File: src/necd_pkg.sv
// shared types and constants of the nec infrared frame decoder
package necd_pkg;

	localparam int CODE_BITS = 32;
	localparam int CNT_W     = $clog2(CODE_BITS);
	localparam int TICK_W    = 16;
	localparam int SHIFT_W   = 32;
	localparam int CFG_IDX_W = 4;

	localparam logic [CFG_IDX_W-1:0] REG_START_MARK_MIN  = 4'd0;
	localparam logic [CFG_IDX_W-1:0] REG_START_MARK_MAX  = 4'd1;
	localparam logic [CFG_IDX_W-1:0] REG_START_SPACE_MIN = 4'd2;
	localparam logic [CFG_IDX_W-1:0] REG_START_SPACE_MAX = 4'd3;
	localparam logic [CFG_IDX_W-1:0] REG_SHORT_MIN       = 4'd4;
	localparam logic [CFG_IDX_W-1:0] REG_SHORT_MAX       = 4'd5;
	localparam logic [CFG_IDX_W-1:0] REG_LONG_SPACE_MIN  = 4'd6;
	localparam logic [CFG_IDX_W-1:0] REG_LONG_SPACE_MAX  = 4'd7;

	localparam logic [TICK_W-1:0] RST_START_MARK_MIN  = 16'd47000;
	localparam logic [TICK_W-1:0] RST_START_MARK_MAX  = 16'd60825;
	localparam logic [TICK_W-1:0] RST_START_SPACE_MIN = 16'd22118;
	localparam logic [TICK_W-1:0] RST_START_SPACE_MAX = 16'd27648;
	localparam logic [TICK_W-1:0] RST_SHORT_MIN       = 16'd2212;
	localparam logic [TICK_W-1:0] RST_SHORT_MAX       = 16'd4424;
	localparam logic [TICK_W-1:0] RST_LONG_SPACE_MIN  = 16'd8294;
	localparam logic [TICK_W-1:0] RST_LONG_SPACE_MAX  = 16'd9953;

	localparam logic OP_EDGE     = 1'b0;
	localparam logic OP_OVERFLOW = 1'b1;

	typedef struct packed {
		logic [TICK_W-1:0] start_mark_min;
		logic [TICK_W-1:0] start_mark_max;
		logic [TICK_W-1:0] start_space_min;
		logic [TICK_W-1:0] start_space_max;
		logic [TICK_W-1:0] short_min;
		logic [TICK_W-1:0] short_max;
		logic [TICK_W-1:0] long_space_min;
		logic [TICK_W-1:0] long_space_max;
	} win_cfg_t;

	typedef struct packed {
		logic               opcode;
		logic [TICK_W-1:0]  interval;
	} event_t;

	typedef struct packed {
		logic               frame_valid;
		logic [SHIFT_W-1:0] frame_code;
		logic               both_edges;
	} result_t;

endpackage

File: src/nec_ir_frame_decoder_unit.sv
// a request is captured in the input register, then its result is registered in the output register behind m_tvalid
// throughput: one event per cycle while m_tready stays high
// the input register refills while a result waits in the output register
// the state machine steps once per event as it moves from input to output register
// reset: arst_n clears the frame state, both pipeline valids and restores the default windows
module nec_ir_frame_decoder_unit
	import necd_pkg::*;
(
	input  logic                 clk,
	input  logic                 arst_n,
	input  logic                 s_tvalid,
	output logic                 s_tready,
	input  logic [15:0]          s_tdata,   // interval
	input  logic                 s_tuser,   // opcode
	output logic                 m_tvalid,
	input  logic                 m_tready,
	output logic [39:0]          m_tdata,   // frame_code, both_edges, zero fill
	output logic                 m_tuser,   // frame_valid
	input  logic                 cfg_valid,
	output logic                 cfg_ready,
	input  logic [CFG_IDX_W-1:0] cfg_index,
	input  logic [TICK_W-1:0]    cfg_data
);

	win_cfg_t cfg;
	event_t   ev_s1;
	result_t  res_c, res_s2;
	logic     valid_s1, valid_s2;
	logic     advance;

	assign cfg_ready = 1'b1;
	assign advance   = valid_s1 && (!valid_s2 || m_tready);
	assign s_tready  = !valid_s1 || advance;

	necd_regs u_regs (
		.clk      (clk),
		.arst_n   (arst_n),
		.wr_en    (cfg_valid && cfg_ready),
		.wr_index (cfg_index),
		.wr_data  (cfg_data),
		.cfg      (cfg)
	);

	necd_core u_core (
		.clk    (clk),
		.arst_n (arst_n),
		.step   (advance),
		.ev     (ev_s1),
		.cfg    (cfg),
		.res    (res_c)
	);

	always_ff @(posedge clk or negedge arst_n) begin
		if (!arst_n) begin
			valid_s1 <= 1'b0;
			valid_s2 <= 1'b0;
		end else begin
			if (s_tvalid && s_tready) begin
				valid_s1 <= 1'b1;
			end else if (advance) begin
				valid_s1 <= 1'b0;
			end
			if (advance) begin
				valid_s2 <= 1'b1;
			end else if (m_tready) begin
				valid_s2 <= 1'b0;
			end
		end
	end

	always_ff @(posedge clk) begin
		if (s_tvalid && s_tready) begin
			ev_s1.opcode   <= s_tuser;
			ev_s1.interval <= s_tdata;
		end
		if (advance) begin
			res_s2 <= res_c;
		end
	end

	assign m_tvalid = valid_s2;
	assign m_tuser  = res_s2.frame_valid;
	assign m_tdata  = {7'd0, res_s2.both_edges, res_s2.frame_code};

endmodule

File: src/necd_regs.sv
// window configuration registers of the nec infrared frame decoder
module necd_regs
	import necd_pkg::*;
(
	input  logic                 clk,
	input  logic                 arst_n,
	input  logic                 wr_en,
	input  logic [CFG_IDX_W-1:0] wr_index,
	input  logic [TICK_W-1:0]    wr_data,
	output win_cfg_t             cfg
);

	win_cfg_t cfg_q;

	always_ff @(posedge clk or negedge arst_n) begin
		if (!arst_n) begin
			cfg_q.start_mark_min  <= RST_START_MARK_MIN;
			cfg_q.start_mark_max  <= RST_START_MARK_MAX;
			cfg_q.start_space_min <= RST_START_SPACE_MIN;
			cfg_q.start_space_max <= RST_START_SPACE_MAX;
			cfg_q.short_min       <= RST_SHORT_MIN;
			cfg_q.short_max       <= RST_SHORT_MAX;
			cfg_q.long_space_min  <= RST_LONG_SPACE_MIN;
			cfg_q.long_space_max  <= RST_LONG_SPACE_MAX;
		end else if (wr_en) begin
			unique case (wr_index)
				REG_START_MARK_MIN:  cfg_q.start_mark_min  <= wr_data;
				REG_START_MARK_MAX:  cfg_q.start_mark_max  <= wr_data;
				REG_START_SPACE_MIN: cfg_q.start_space_min <= wr_data;
				REG_START_SPACE_MAX: cfg_q.start_space_max <= wr_data;
				REG_SHORT_MIN:       cfg_q.short_min       <= wr_data;
				REG_SHORT_MAX:       cfg_q.short_max       <= wr_data;
				REG_LONG_SPACE_MIN:  cfg_q.long_space_min  <= wr_data;
				REG_LONG_SPACE_MAX:  cfg_q.long_space_max  <= wr_data;
				default: ;
			endcase
		end
	end

	assign cfg = cfg_q;

endmodule

File: src/necd_core.sv
// frame state machine and code shift register of the nec infrared frame decoder
module necd_core
	import necd_pkg::*;
(
	input  logic     clk,
	input  logic     arst_n,
	input  logic     step,
	input  event_t   ev,
	input  win_cfg_t cfg,
	output result_t  res
);

	localparam logic [2:0] PH_IDLE        = 3'd0;
	localparam logic [2:0] PH_START_MARK  = 3'd1;
	localparam logic [2:0] PH_START_SPACE = 3'd2;
	localparam logic [2:0] PH_BIT_MARK    = 3'd3;
	localparam logic [2:0] PH_BIT_SPACE   = 3'd4;
	localparam logic [2:0] PH_STOP_MARK   = 3'd5;

	logic [2:0]         phase_q, phase_d;
	logic [CNT_W-1:0]   bits_q, bits_d;
	logic [SHIFT_W-1:0] shift_q, shift_d;
	logic [CNT_W:0]     bits_inc;
	logic               in_start_mark, in_start_space, in_short, in_long;

	assign in_start_mark  = (ev.interval >= cfg.start_mark_min) &&
	                        (ev.interval <= cfg.start_mark_max);
	assign in_start_space = (ev.interval >= cfg.start_space_min) &&
	                        (ev.interval <= cfg.start_space_max);
	assign in_short       = (ev.interval >= cfg.short_min) &&
	                        (ev.interval <= cfg.short_max);
	assign in_long        = (ev.interval >= cfg.long_space_min) &&
	                        (ev.interval <= cfg.long_space_max);
	assign bits_inc       = {1'b0, bits_q} + {{CNT_W{1'b0}}, 1'b1};

	always_comb begin
		phase_d         = phase_q;
		bits_d          = bits_q;
		shift_d         = shift_q;
		res.frame_valid = 1'b0;
		res.frame_code  = '0;
		if (ev.opcode == OP_OVERFLOW) begin
			phase_d = PH_IDLE;
		end else begin
			unique case (phase_q)
				PH_IDLE: begin
					phase_d = PH_START_MARK;
				end
				PH_START_MARK: begin
					phase_d = in_start_mark ? PH_START_SPACE : PH_IDLE;
				end
				PH_START_SPACE: begin
					if (in_start_space) begin
						bits_d  = '0;
						shift_d = '0;
						phase_d = PH_BIT_MARK;
					end else begin
						phase_d = PH_IDLE;
					end
				end
				PH_BIT_MARK: begin
					phase_d = in_short ? PH_BIT_SPACE : PH_IDLE;
				end
				PH_BIT_SPACE: begin
					if (in_short || in_long) begin
						// short window wins when both match
						shift_d = {shift_q[SHIFT_W-2:0], !in_short};
						if (bits_inc >= (CNT_W+1)'(CODE_BITS)) begin
							bits_d  = '0;
							phase_d = PH_STOP_MARK;
						end else begin
							bits_d  = bits_inc[CNT_W-1:0];
							phase_d = PH_BIT_MARK;
						end
					end else begin
						phase_d = PH_IDLE;
					end
				end
				PH_STOP_MARK: begin
					if (in_short) begin
						res.frame_valid = 1'b1;
						res.frame_code  = shift_q;
					end
					phase_d = PH_IDLE;
				end
				default: begin
					phase_d = PH_IDLE;
				end
			endcase
		end
		res.both_edges = (phase_d != PH_IDLE);
	end

	always_ff @(posedge clk or negedge arst_n) begin
		if (!arst_n) begin
			phase_q <= PH_IDLE;
			bits_q  <= '0;
			shift_q <= '0;
		end else if (step) begin
			phase_q <= phase_d;
			bits_q  <= bits_d;
			shift_q <= shift_d;
		end
	end

endmodule
File: config.mk
export PLATFORM = sky130hd
export DESIGN_NAME = nec_ir_frame_decoder_unit
export DESIGN_NICKNAME = d
export VERILOG_FILES = /design/src/necd_pkg.sv /design/src/nec_ir_frame_decoder_unit.sv /design/src/necd_regs.sv /design/src/necd_core.sv
export SDC_FILE = /design/constraint.sdc
export NUM_CORES = 1
export LEC_CHECK = 0
export BUFFER_PORTS_ARGS = -buffer_cell sky130_fd_sc_hd__buf_2
export CAP_MARGIN = 15
export CORE_ASPECT_RATIO = 0.75
export CORE_MARGIN = 2
export CORE_UTILIZATION = 64
export DETAILED_ROUTE_END_ITERATION = 8
export GPL_TIMING_DRIVEN = 0
export PLACE_DENSITY = 0.92
export SLEW_MARGIN = 10
export SYNTH_ARGS = -nofsm -noshare
export SYNTH_HDL_FRONTEND = slang
export SYNTH_SLANG_ARGS = --single-unit
export TNS_END_PERCENT = 20
File: constraint.sdc
create_clock -name clk -period 7.3 [get_ports clk]
set_input_delay 0.73 -clock clk [delete_from_list [all_inputs] [get_ports clk]]
set_output_delay 0.73 -clock clk [all_outputs]
set_load 0.02 [all_outputs]
==> results.md, run 1 <==
* Avg WL per Cell at 19.3 microns
* Worst Tran Pin Value at 0.848 ns
* CTS tree: done
* First-pass GRT wire length at 44700 microns
* Static Leak at 5.97 nW
* M2 GR Usage at between 40 and 50%
* Mux cell area share after synthesis at 6.78%
* Synth Warn # at 0
* Crit-path cells: ha_1 -> a21oi_1 -> o21ai_0 -> a221o_1 -> o2bb2ai_1 -> and2_1 -> a221oi_2 -> or3_1
* Total power at between 3 and 4 mW
* Reg-to-Reg Start: ev_s1[9]
* Violation count after the first detailed-route iteration at around 600
* Synth Area in Simple Gates at 11.2%
* Status: finished clean
* Fill cells at 1110
* Largest net degree at the start of global routing at just under 90
* Commonest cells after routing, fill and taps aside: 129 x ha_1, 127 x inv_1, 119 x dfrtp_1
* H-Tree Depth at 1
* Flop2flop setup slack at 4.00 ns
* Starting Density at around two thirds
* WL final at ~27000 microns
* Die width at 160 microns
* Final setup fails at 0
* Row count at 42
* Dominant synthesized flop cell: dfrtp_1
* Mapped cell area at 11600 sq um
* EDFF count, synth at 51
* Crit path largest cell delay at 0.69 ns
* Worst hold path type: in -> async
* XOR/XNOR Fraction of Synth Area at 0%
* Ant diodes at 0
* Async set or reset register ratio after synthesis at 76.9%
* Routing usage on met1 at around 41%
* CP max-delay cell: edfxtp_1
* Synth Area in Compound Gates at 11.8%
* Clk Latency, worst-skew pair at 0.52 ns
* Setup CP Type: reg -> reg
* DR pass1 iterations at 5
* Chip Height at 121 microns
* Core Area at 17700 sq um
* Max FO, Critical Path at 8
* WP data required at 7.56 ns
* Post-DP HPWL at ~19000 microns
* Die ar. at 19300 sq um
* Maxcap violations at 0
* Cells after Synth at 1057
* CTS clock-pin slew for the worst setup and hold paths at 0.06 ns
* Finished Layout Cells at roughly 1400
* Avg Vias per Cell at 6.09
* Top post-synthesis cells by area: dfrtp_1 26%, ha_1 14%, edfxtp_1 13%
* Remaining Overflow, GRT at 0
* CTS max path bufs at 3
* RR Endpoint: m_tdata[32]
* Final Critical Period at 3.30 ns
* F_max at 303 MHz
* Largest family of logic cells by synthesized area: adder cells
* Worst vdd ir at 0.000247 V
* Slew Limit Headroom at 43.5%
* Share of cells above drive strength 1 at 22.0%
* Vias in the first global route at 8826
* Worst Setup End Kind: flop
* Met3 usage at 4.60%
* Port Buffers at 77
* Adder-Cell Fraction of Synth Area at between 10% and 20%
* Cts hold-fix bufs at 0
* Initial antenna violation count at 0
* Share of the clock period used by the worst path at between 40% and 50%
* CTS root buf: clkbuf_16
* RSZ-0062 raised after global routing: no
* Final Net Count at 1338
* Seq/Total Area, Yosys at 50.3%
* GPL Wtd Cong at 0.935
* Postcts setup bufs at 0
* Arr. time, crit path at 3.55 ns
* Syn-to-layout area delta at 13.2%
* Pwr dens at ~270 nW/um^2
* Clk sinks at 221
* Fin. Hold Viols at 0
* Antenna viol nets, final at 0
* Commonest non-fill, non-tap cell in the layout: ha_1
* Vias at 8682
* Ports at between 80 and 90
* Total GRT Usage at between 20% and 30%
* Synth area leader: dfrtp_1
* Clock buffers created by TritonCTS at 23
* Residual DRC at 0
* Clock Skew at 0.0179 ns
* Resized Gates After CTS at 0
* Distinct cells, synth at 57
* GR peak layer: met2
* Placed Cells at 1384
* Fin Setup TNS at 0 ns
* Slew Limit Fails at 0
* Yosys top cell area share at 25.6%
* Reg2reg path depth at 8
* Mean Syn Cell Area at 11.0 sq um
* Startpoint Class: flop
* Yosys reg bits at 221
[state kept, by name, summed over array words and instances (netlist names)]
register	count
m_tdata	33
valid_s1	1
ev_s1	17
u_core.phase_q	3
u_core.bits_q	5
u_core.shift_q	32
m_tvalid	1
m_tuser	1
u_regs.cfg	128
[how the worst max path moves through the flow]
stage | endpoint | slack [ns] | cells after the start | startpoint
6_report | m_tdata[32] | 4.00 | 8 | ev_s1[9]
2_1_floorplan | m_tdata[32] | 4.72 | 9 | u_regs.cfg[29]
5_1_grt | u_core.shift_q[19] | 3.85 | 9 | ev_s1[9]
4_1_cts | m_tdata[32] | 4.07 | 9 | ev_s1[2]
3_3_place_gp | u_core.shift_q[6] | 2.94 | 1 | arst_n
3_5_place_dp | u_core.shift_q[7] | 4.11 | 10 | ev_s1[2]
[cells by family (layout without fill, tap and decap cells)]
kind of cell / count (synthesis) / count (layout)
mux: 70 / 70
compound gates: 209 / 209
fa+ha+maj: 129 / 129
other cells: 2 / 8
buf+inv: 169 / 290
simple gates: 257 / 257
flops: 221 / 221
[through the flow]
stage	hold WS, ns	utilization [%]	setup WS (ns)	area, sq um
finish	0.204	74.3	4.00	13200
CTS	0.229	74.3	4.07	13200
floorplan	0.434	-	4.72	11600
global placement	0.465	69.6	2.94	12300
detailed placement	0.476	70.0	4.11	12400
global route	0.254	74.3	3.85	13200
[power by group]
part | total [mW] | internal, mW | switching [mW]
clock | 1.19 | 0.711 | 0.479
sequential | 1.61 | 1.50 | 0.101
combinational | 0.786 | 0.334 | 0.453
[cell usage after synthesis (5+ instances only)]
cell type  count
a211oi_1       7
a21o_1        11
a21oi_1       39
and2_1        37
buf_4         11
clkbuf_1      26
dfrtp_1      119
dfstp_2       51
edfxtp_1      51
ha_1         129
inv_1        127
mux2_2        70
nand2_1       91
nand2b_1       8
nand3_1       42
nand3b_1       5
nand4_1       20
nor2_1        23
nor2b_1        7
nor3_1         6
nor3b_1        5
o211ai_1       8
o21ai_0       77
o2bb2ai_1     34
o31ai_1        5
[per-layer routing]
metal  vias to the layer above  part of all wire, %
li1                       3945                    -
met1                      4249                   42
met2                       403                   47
met3                        85                  8.4
met4                         0                  3.2
met5                         -                    0
[layout make-up]
class	count	area, sq um	area share (%)
inverter	127	477	3.62
multi-input combinational	673	5110	38.9
sequential	221	5850	44.5
clock buffer	33	633	4.81
timing repair buffer	79	450	3.42
buffer	42	204	1.55
tap	242	303	2.30
clock inverter	9	126	0.961
[critical path, delay by kind of cell, from the launching register on]
family | cells | cell delay [ns]
AOI/OAI and AO/OA | 5 | 1.29
and+or+nand+nor | 2 | 0.70
DFF | 1 | 0.69
adders and majority gates | 1 | 0.35
(Power assumes the default switching activity.)
==> run 2: changes to the inputs <==
- ABC_AREA: not set -> 1
- CORE_UTILIZATION: 64 -> 55
- PLACE_DENSITY: 0.92 -> 0.85
- clock period: 7.3 -> 2.8 ns (I/O delays scaled with it)
==> run 2 against run 1 <==
Critical path depth increased by 5. Via count is 12% higher. Global-route usage shrank 4.1 points. Synthesized cell count up 32%. Clock power increased to 2.6 times the previous value. Worst hold slack got worse by 0.16 ns. Critical path type unchanged. Highest routed layer unchanged.
==> results.md, run 2 <==
* Fill cells at 1648 (+48%)
* Mean Syn Cell Area at 8.70 sq um (-21%)
* Commonest cells after routing, fill and taps aside: 363 x nand2_1, 223 x inv_1, 141 x o21ai_0
* Top post-synthesis cells by count: 363 x nand2_1, 224 x inv_1, 141 x o21ai_0, 129 x ha_1, 119 x dfrtp_1
* WL final at 28800 microns (+4.8%)
* Avg Vias per Cell at 5.32 (-13%)
* RR Endpoint: m_tdata[14]
* Residual DRC at 0 (unchanged)
* Top post-synthesis cells by area: dfrtp_1 25%, ha_1 13%, edfxtp_1 13%
* Violation count after the first detailed-route iteration at 759 (+29%)
* CTS clock-pin slew for the worst setup and hold paths at 0.06 ns (about the same)
* CTS tree: done
* Final Critical Period at 2.64 ns (-0.658 ns)
* CP max-delay cell: edfxtp_1
* Reg-to-Reg Start: ev_s1[5]
* Reg2reg path depth at 13 (+5)
* Commonest non-fill, non-tap cell in the layout: nand2_1
* First-pass GRT wire length at 47100 microns (+5.4%)
* Share of the clock period used by the worst path at 94.2% (+49 points)
* EDFF count, synth at 51 (unchanged)
* Hold Path Depth at 4
* Max reg flops at 128 (unchanged)
* Fin. Hold Viols at 0 (unchanged)
* Slew Limit Headroom at 36.1% (-7.4 points)
* Cells after Synth at 1392 (+32%)
* Seq/Total Area, Yosys at 48.3% (-2.0 points)
* Maxcap violations at 0 (unchanged)
* Antenna viol nets, final at 0 (unchanged)
* Pwr dens at 679 nW/um^2 (+150%)
* Synth area leader: dfrtp_1
* Most used cell, CP: nand2_1
* Arr. time, crit path at 3.00 ns (-0.55 ns)
* Largest net degree at the start of global routing at 96 (+10%)
* Yosys top cell area share at 24.6% (-1.0 points)
* Status: finished clean
* Crit-path cells: ha_1 -> a21oi_1 -> nor2_1 -> nor2_1 -> nand2_1 -> nand2_1 -> nand2_1 -> nand2_1 -> nand2_2 -> inv_1 -> nand4_2 -> buf_2 -> nor2_1
* Remaining Overflow, GRT at 0 (unchanged)
* Die ar. at 23200 sq um (+21%)
* Post-DP HPWL at 20400 microns (+7.1%)
* H-Tree Depth at 1 (unchanged)
* Pre-CTS worst setup slack at 0.177 ns (-3.93 ns)
* Slew Limit Fails at 0 (unchanged)
* Initial antenna violation count at 1 (+1)
* Distinct cells, synth at 32 (-44%)
* Worst hold path type: in -> reg
* Starting Density at 56.7% (-8.9 points)
* Final Net Count at 1694 (+27%)
* Yosys reg bits at 221 (unchanged)
* Syn-to-layout area delta at 14.9%
* Startpoint Class: flop
* WP data required at 3.16 ns (-4.40 ns)
* GPL Wtd Cong at 0.849 (-9.1%)
* DR pass1 iterations at 5 (unchanged)
* Crit path buf inv count at 2 (+2)
* Final setup fails at 0 (unchanged)
* Vias at 9736 (+12%)
* Worst Tran Pin Value at 0.958 ns (+0.110 ns)
* Share of cells above drive strength 1 at 14.9% (-7.1 points)
* Max FO, Critical Path at 10 (+2)
* Async set or reset register ratio after synthesis at 76.9% (unchanged)
* Worst Setup End Kind: flop
* Port Buffers at 77 (unchanged)
* Synth Warn # at 0 (unchanged)
* Clock Skew at 0.0122 ns (-0.00576 ns)
* RSZ-0062 raised after global routing: no
* Dominant synthesized flop cell: dfrtp_1
* Worst hold path endpoint: m_tvalid
* Clock buffers created by TritonCTS at 23 (unchanged)
* Avg WL per Cell at 15.7 microns (-18%)
* Clk sinks at 221 (unchanged)
* Total GRT Usage at 25.3% (-4.1 points)
* Core Area at 21400 sq um (+21%)
* Chip Height at 132 microns (+9.8%)
* Resized Gates After CTS at 0 (unchanged)
* Clk Latency, worst-skew pair at 0.52 ns (about the same)
* Worst vdd ir at 0.000409 V (+65%)
* Crit path max-delay family: simple AND/OR/NAND/NOR gates
* CTS root buf: clkbuf_16
* CTS max path bufs at 3 (unchanged)
* Crit path largest cell delay at 0.62 ns (-0.07 ns)
* Setup CP Type: reg -> reg
* Hold_sp: m_tready
* Ports at 86 (unchanged)
* Hold Slack at 0.0404 ns (-0.163 ns)
* Most frequent cell after synthesis: nand2_1
* Row count at 46 (+9.5%)
* F_max at 379 MHz (+25%)
* Vias in the first global route at 9504 (+7.7%)
* Final WS setup at 0.162 ns (-3.84 ns)
* Die width at 175 microns (+9.8%)
* Flop2flop setup slack at 0.16 ns (-3.84 ns)
* Mapped cell area at 12100 sq um (+4.2%)
* Static Leak at 6.81 nW (+14%)
## run 2: cells by family after synthesis
group           after synthesis  share of synthesized area, %
fa+ha+maj                   129                          13.3
xor+xnor                      2                         0.145
simple gates                558                          19.9
flops                       221                          48.3
buf+inv                     276                          9.66
compound gates              204                          8.62
other cells                   2                        0.0620
## run 2: worst max-delay path by stage
stage,from,endpoint,slack [ns],cells after the start
floorplan,u_regs.cfg[50],u_core.shift_q[10],0.77,18
global placement,arst_n,u_core.shift_q[25],-1.23,1
detailed placement,ev_s1[1],m_tdata[9],0.18,15
CTS,ev_s1[1],m_tdata[6],0.14,15
global route,ev_s1[14],m_tdata[9],0.02,12
finish,ev_s1[5],m_tdata[14],0.16,13
## run 2: metrics by stage
stage	instances	total power, mW	util (%)	instance area (sq um)	setup TNS, ns
floorplan	1398	5.63	-	12100	0
global placement	1763	6.09	60.3	12900	-154.66
detailed placement	1764	6.26	60.5	12900	0
CTS	1825	9.48	65.0	13900	0
global route	1829	10.0	65.2	13900	0
finish	1829	9.45	65.2	13900	0
## run 2: area by class of cell
| cell class | instances | area [sq um] | area share (%) |
|---|---|---|---|
| Buffer | 50 | 322 | 2.31 |
| Antenna cell | 1 | 2.50 | 0.0180 |
| Sequential cell | 221 | 5850 | 42.0 |
| Clock buffer | 33 | 653 | 4.69 |
| Timing Repair Buffer | 100 | 648 | 4.66 |
| Tap cell | 288 | 360 | 2.59 |
| Multi-Input combinational cell | 901 | 5110 | 36.7 |
| Inverter | 226 | 848 | 6.10 |
| Clock inverter | 9 | 123 | 0.881 |
## run 2: per-layer routing
metal | share of wire (%) | GRT usage (%) | wire [microns] | up-vias
met5 | 0 | 0 | 0 | -
met4 | 2.8 | 7.50 | 809 | 0
met3 | 8.4 | 4.71 | 2430 | 63
met2 | 45 | 39.6 | 13000 | 385
met1 | 44 | 36.0 | 12600 | 4598
li1 | - | - | - | 4690
## run 2: what timing repair did
item | in CTS | in global routing
setup buffers | 0 | 3
endpoints found under the hold margin | 86 | 0
hold buffers | 19 | 0
endpoints found under the setup margin | 0 | 42
## run 2: worst register-to-register path: stages, from the launching register on
cell,delay [ns]
edfxtp_1,0.62
ha_1,0.40
a21oi_1,0.18
nor2_1,0.06
nor2_1,0.08
nand2_1,0.08
nand2_1,0.07
nand2_1,0.06
nand2_1,0.08
nand2_2,0.07
inv_1,0.16
nand4_2,0.23
buf_2,0.27
nor2_1,0.12
## run 2: power breakdown
| group | total (mW) | switching (mW) | leakage (nW) | internal [mW] |
|---|---|---|---|---|
| clock | 3.15 | 1.25 | 0.383 | 1.90 |
| sequential | 4.18 | 0.292 | 2.60 | 3.89 |
| combinational | 2.12 | 1.30 | 3.83 | 0.811 |
==> run 3: changes to the inputs <==
--- a/config.mk
+++ b/config.mk
@@ -10,8 +10,10 @@
 export CAP_MARGIN = 15
+export CELL_PAD_IN_SITES_DETAIL_PLACEMENT = 0
+export CELL_PAD_IN_SITES_GLOBAL_PLACEMENT = 2
 export CORE_ASPECT_RATIO = 0.75
 export CORE_MARGIN = 2
-export CORE_UTILIZATION = 55
+export CORE_UTILIZATION = 34
 export DETAILED_ROUTE_END_ITERATION = 8
 export GPL_TIMING_DRIVEN = 0
-export PLACE_DENSITY = 0.85
+export PLACE_DENSITY = 0.84
 export SLEW_MARGIN = 10
--- a/constraint.sdc
+++ b/constraint.sdc
@@ -3,2 +3,2 @@
 set_output_delay 0.28 -clock clk [all_outputs]
-set_load 0.02 [all_outputs]
+set_load 0.005 [all_outputs]
==> run 3 against run 2 <==
Sequential cell count did not move. First-iteration DRC count fell by 38%. Non-clock buffer count increased by 26. Via count decreased by 5.0%. Combinational power fell by 3%. Fmax rose by 3.0%.
==> results.md, run 3 (synthesis results as in run 2) <==
* Arr. time, crit path at 2.99 ns (about the same)
* Largest net degree at the start of global routing at 91 (-5.2%)
* Slew Limit Headroom at 48.7% (+13 points)
* First-pass GRT wire length at 50300 microns (+6.8%)
* GPL Wtd Cong at 0.812 (-4.4%)
* Core Area at 34900 sq um (+64%)
* Clk Latency, worst-skew pair at 0.55 ns (+0.03 ns)
* CTS root buf: clkbuf_16
* Clock buffers created by TritonCTS at 26 (+13%)
* Crit path buf inv count at 2 (unchanged)
* Crit path largest cell delay at 0.52 ns (-0.10 ns)
* RSZ-0062 raised after global routing: no
* CTS tree: done
* Reg-to-Reg Start: ev_s1[15]
* Status: finished clean
* Worst Setup End Kind: flop
* Vias in the first global route at 9179 (-3.4%)
* CTS max path bufs at 3 (unchanged)
* Vias at 9246 (-5.0%)
* Final Net Count at 1723 (+1.7%)
* Avg Vias per Cell at 4.56 (-14%)
* Starting Density at 34.7% (-22 points)
* Syn-to-layout area delta at 19.3%
* Die ar. at 37100 sq um (+60%)
* Slew Limit Fails at 0 (unchanged)
* Flop2flop setup slack at 0.24 ns (+0.08 ns)
* Max FO, Critical Path at 10 (unchanged)
* Share of the clock period used by the worst path at 91.5% (-2.7 points)
* Antenna viol nets, final at 0 (unchanged)
* Worst hold path type: in -> reg
* F_max at 390 MHz (+3.0%)
* Clk sinks at 221 (unchanged)
* Pwr dens at 664 nW/um^2 (-2.2%)
* Ports at 86 (unchanged)
* Share of cells above drive strength 1 at 16.2% (+1.4 points)
* Residual DRC at 0 (unchanged)
* Row count at 59 (+28%)
* Placed Cells at 1934 (+9.6%)
* Final setup fails at 0 (unchanged)
* WL final at 31000 microns (+7.7%)
* Clock Skew at 0.0199 ns (+0.00777 ns)
* CTS clock-pin slew for the worst setup and hold paths at 0.06 ns (about the same)
* Max reg flops at 128 (unchanged)
* Chip Height at 167 microns (+26%)
* Crit path max-delay family: simple AND/OR/NAND/NOR gates
* Finished Layout Cells at 2029 (+11%)
* Hold_sp: cfg_data[15]
* Final Critical Period at 2.56 ns (-0.0760 ns)
* Commonest cells after routing, fill and taps aside: 363 x nand2_1, 222 x inv_1, 141 x o21ai_0
* Fin. Hold Viols at 0 (unchanged)
* Avg WL per Cell at 15.3 microns (-2.9%)
* Die width at 222 microns (+27%)
* Worst vdd ir at 0.000453 V (+11%)
* Worst Tran Pin Value at 0.769 ns (-0.190 ns)
* Ant diodes at 0 (-1)
* Crit-path cells: buf_4 -> ha_1 -> nand2_1 -> nor3_4 -> nand3_1 -> nand3_1 -> nand3_1 -> nand2_4 -> nand2_4 -> buf_4 -> nand2_1 -> nand2_1
* H-Tree Depth at 1 (unchanged)
* Fill cells at 3559 (+120%)
* Post-DP HPWL at 22100 microns (+8.4%)
* Static Leak at 6.97 nW (+2.4%)
* Commonest non-fill, non-tap cell in the layout: nand2_1
* WP data required at 3.23 ns (+0.07 ns)
* Port Buffers at 77 (unchanged)
* Setup CP Type: reg -> reg
* Startpoint Class: flop
* DP Area at 13200 sq um (+1.9%)
* DR pass1 iterations at 5 (unchanged)
* Finished Cell Area at 14400 sq um (+3.8%)
* Remaining Overflow, GRT at 0 (unchanged)
* Initial antenna violation count at 0 (-1)
* Maxcap violations at 0 (unchanged)
* CP max-delay cell: edfxtp_1
* Violation count after the first detailed-route iteration at 467 (-38%)
* Critical path origin: ev_s1[15]
* Total GRT Usage at 17.2% (-8.1 points)
run 3: final timing paths:
path,to,cells after the start
min,u_regs.cfg[31],3
min in group asynchronous,m_tvalid,2
min reg2reg,u_core.shift_q[23],2
max in group asynchronous,u_regs.cfg[90],3
max,u_core.shift_q[22],12
max reg2reg,u_core.shift_q[22],12
run 3: power by group:
part	internal (mW)	switching [mW]
clock network	2.01	1.39
registers	3.89	0.255
logic	0.841	1.21
total	6.74	2.85
run 3: area by class of cell:
class                           count  area, sq um  area share (%)
Multi-Input combinational cell    901         5120            35.5
Clock inverter                     13          148            1.02
Timing Repair Buffer              126          882            6.11
Clock buffer                       35          694            4.81
Tap cell                          457          572            3.96
Buffer                             50          322            2.23
Inverter                          226          852            5.90
Sequential cell                   221         5850            40.5
run 3: metal layers:
metal	global-route usage (%)	wire, microns	part of all wire, %	up-vias
met1	26.0	16300	52	4328
met4	3.29	483	1.6	0
li1	-	-	-	4753
met3	2.83	1260	4.1	32
met2	25.9	13000	42	133
met5	0	0	0	-
run 3: per-stage QoR:
stage               util (%)  power (mW)  setup TNS [ns]  setup WS (ns)  hold slack, ns
floorplan                  -        5.55               0          0.771         -0.0156
global placement        37.5        6.11         -211.81          -1.60           0.455
detailed placement      37.7        6.19         -0.0263        -0.0263           0.327
CTS                     40.8        9.70               0        0.00289           0.150
global route            41.4        10.3               0        0.00112           0.212
finish                  41.4        9.60               0          0.238           0.174
run 3: worst reg2reg max path: stages (launching register included):
cell,delay (ns)
edfxtp_1,0.52
buf_4,0.22
ha_1,0.28
nand2_1,0.11
nor3_4,0.24
nand3_1,0.13
nand3_1,0.14
nand3_1,0.20
nand2_4,0.16
nand2_4,0.11
buf_4,0.21
nand2_1,0.07
nand2_1,0.04
run 3: repair_timing:
item                                   4_1_cts  5_1_grt
setup buffers                                9       18
setup endpoints to repair                    2       43
endpoints found under the hold margin       70        0
hold buffers                                20        0
gates resized for setup                      0        4
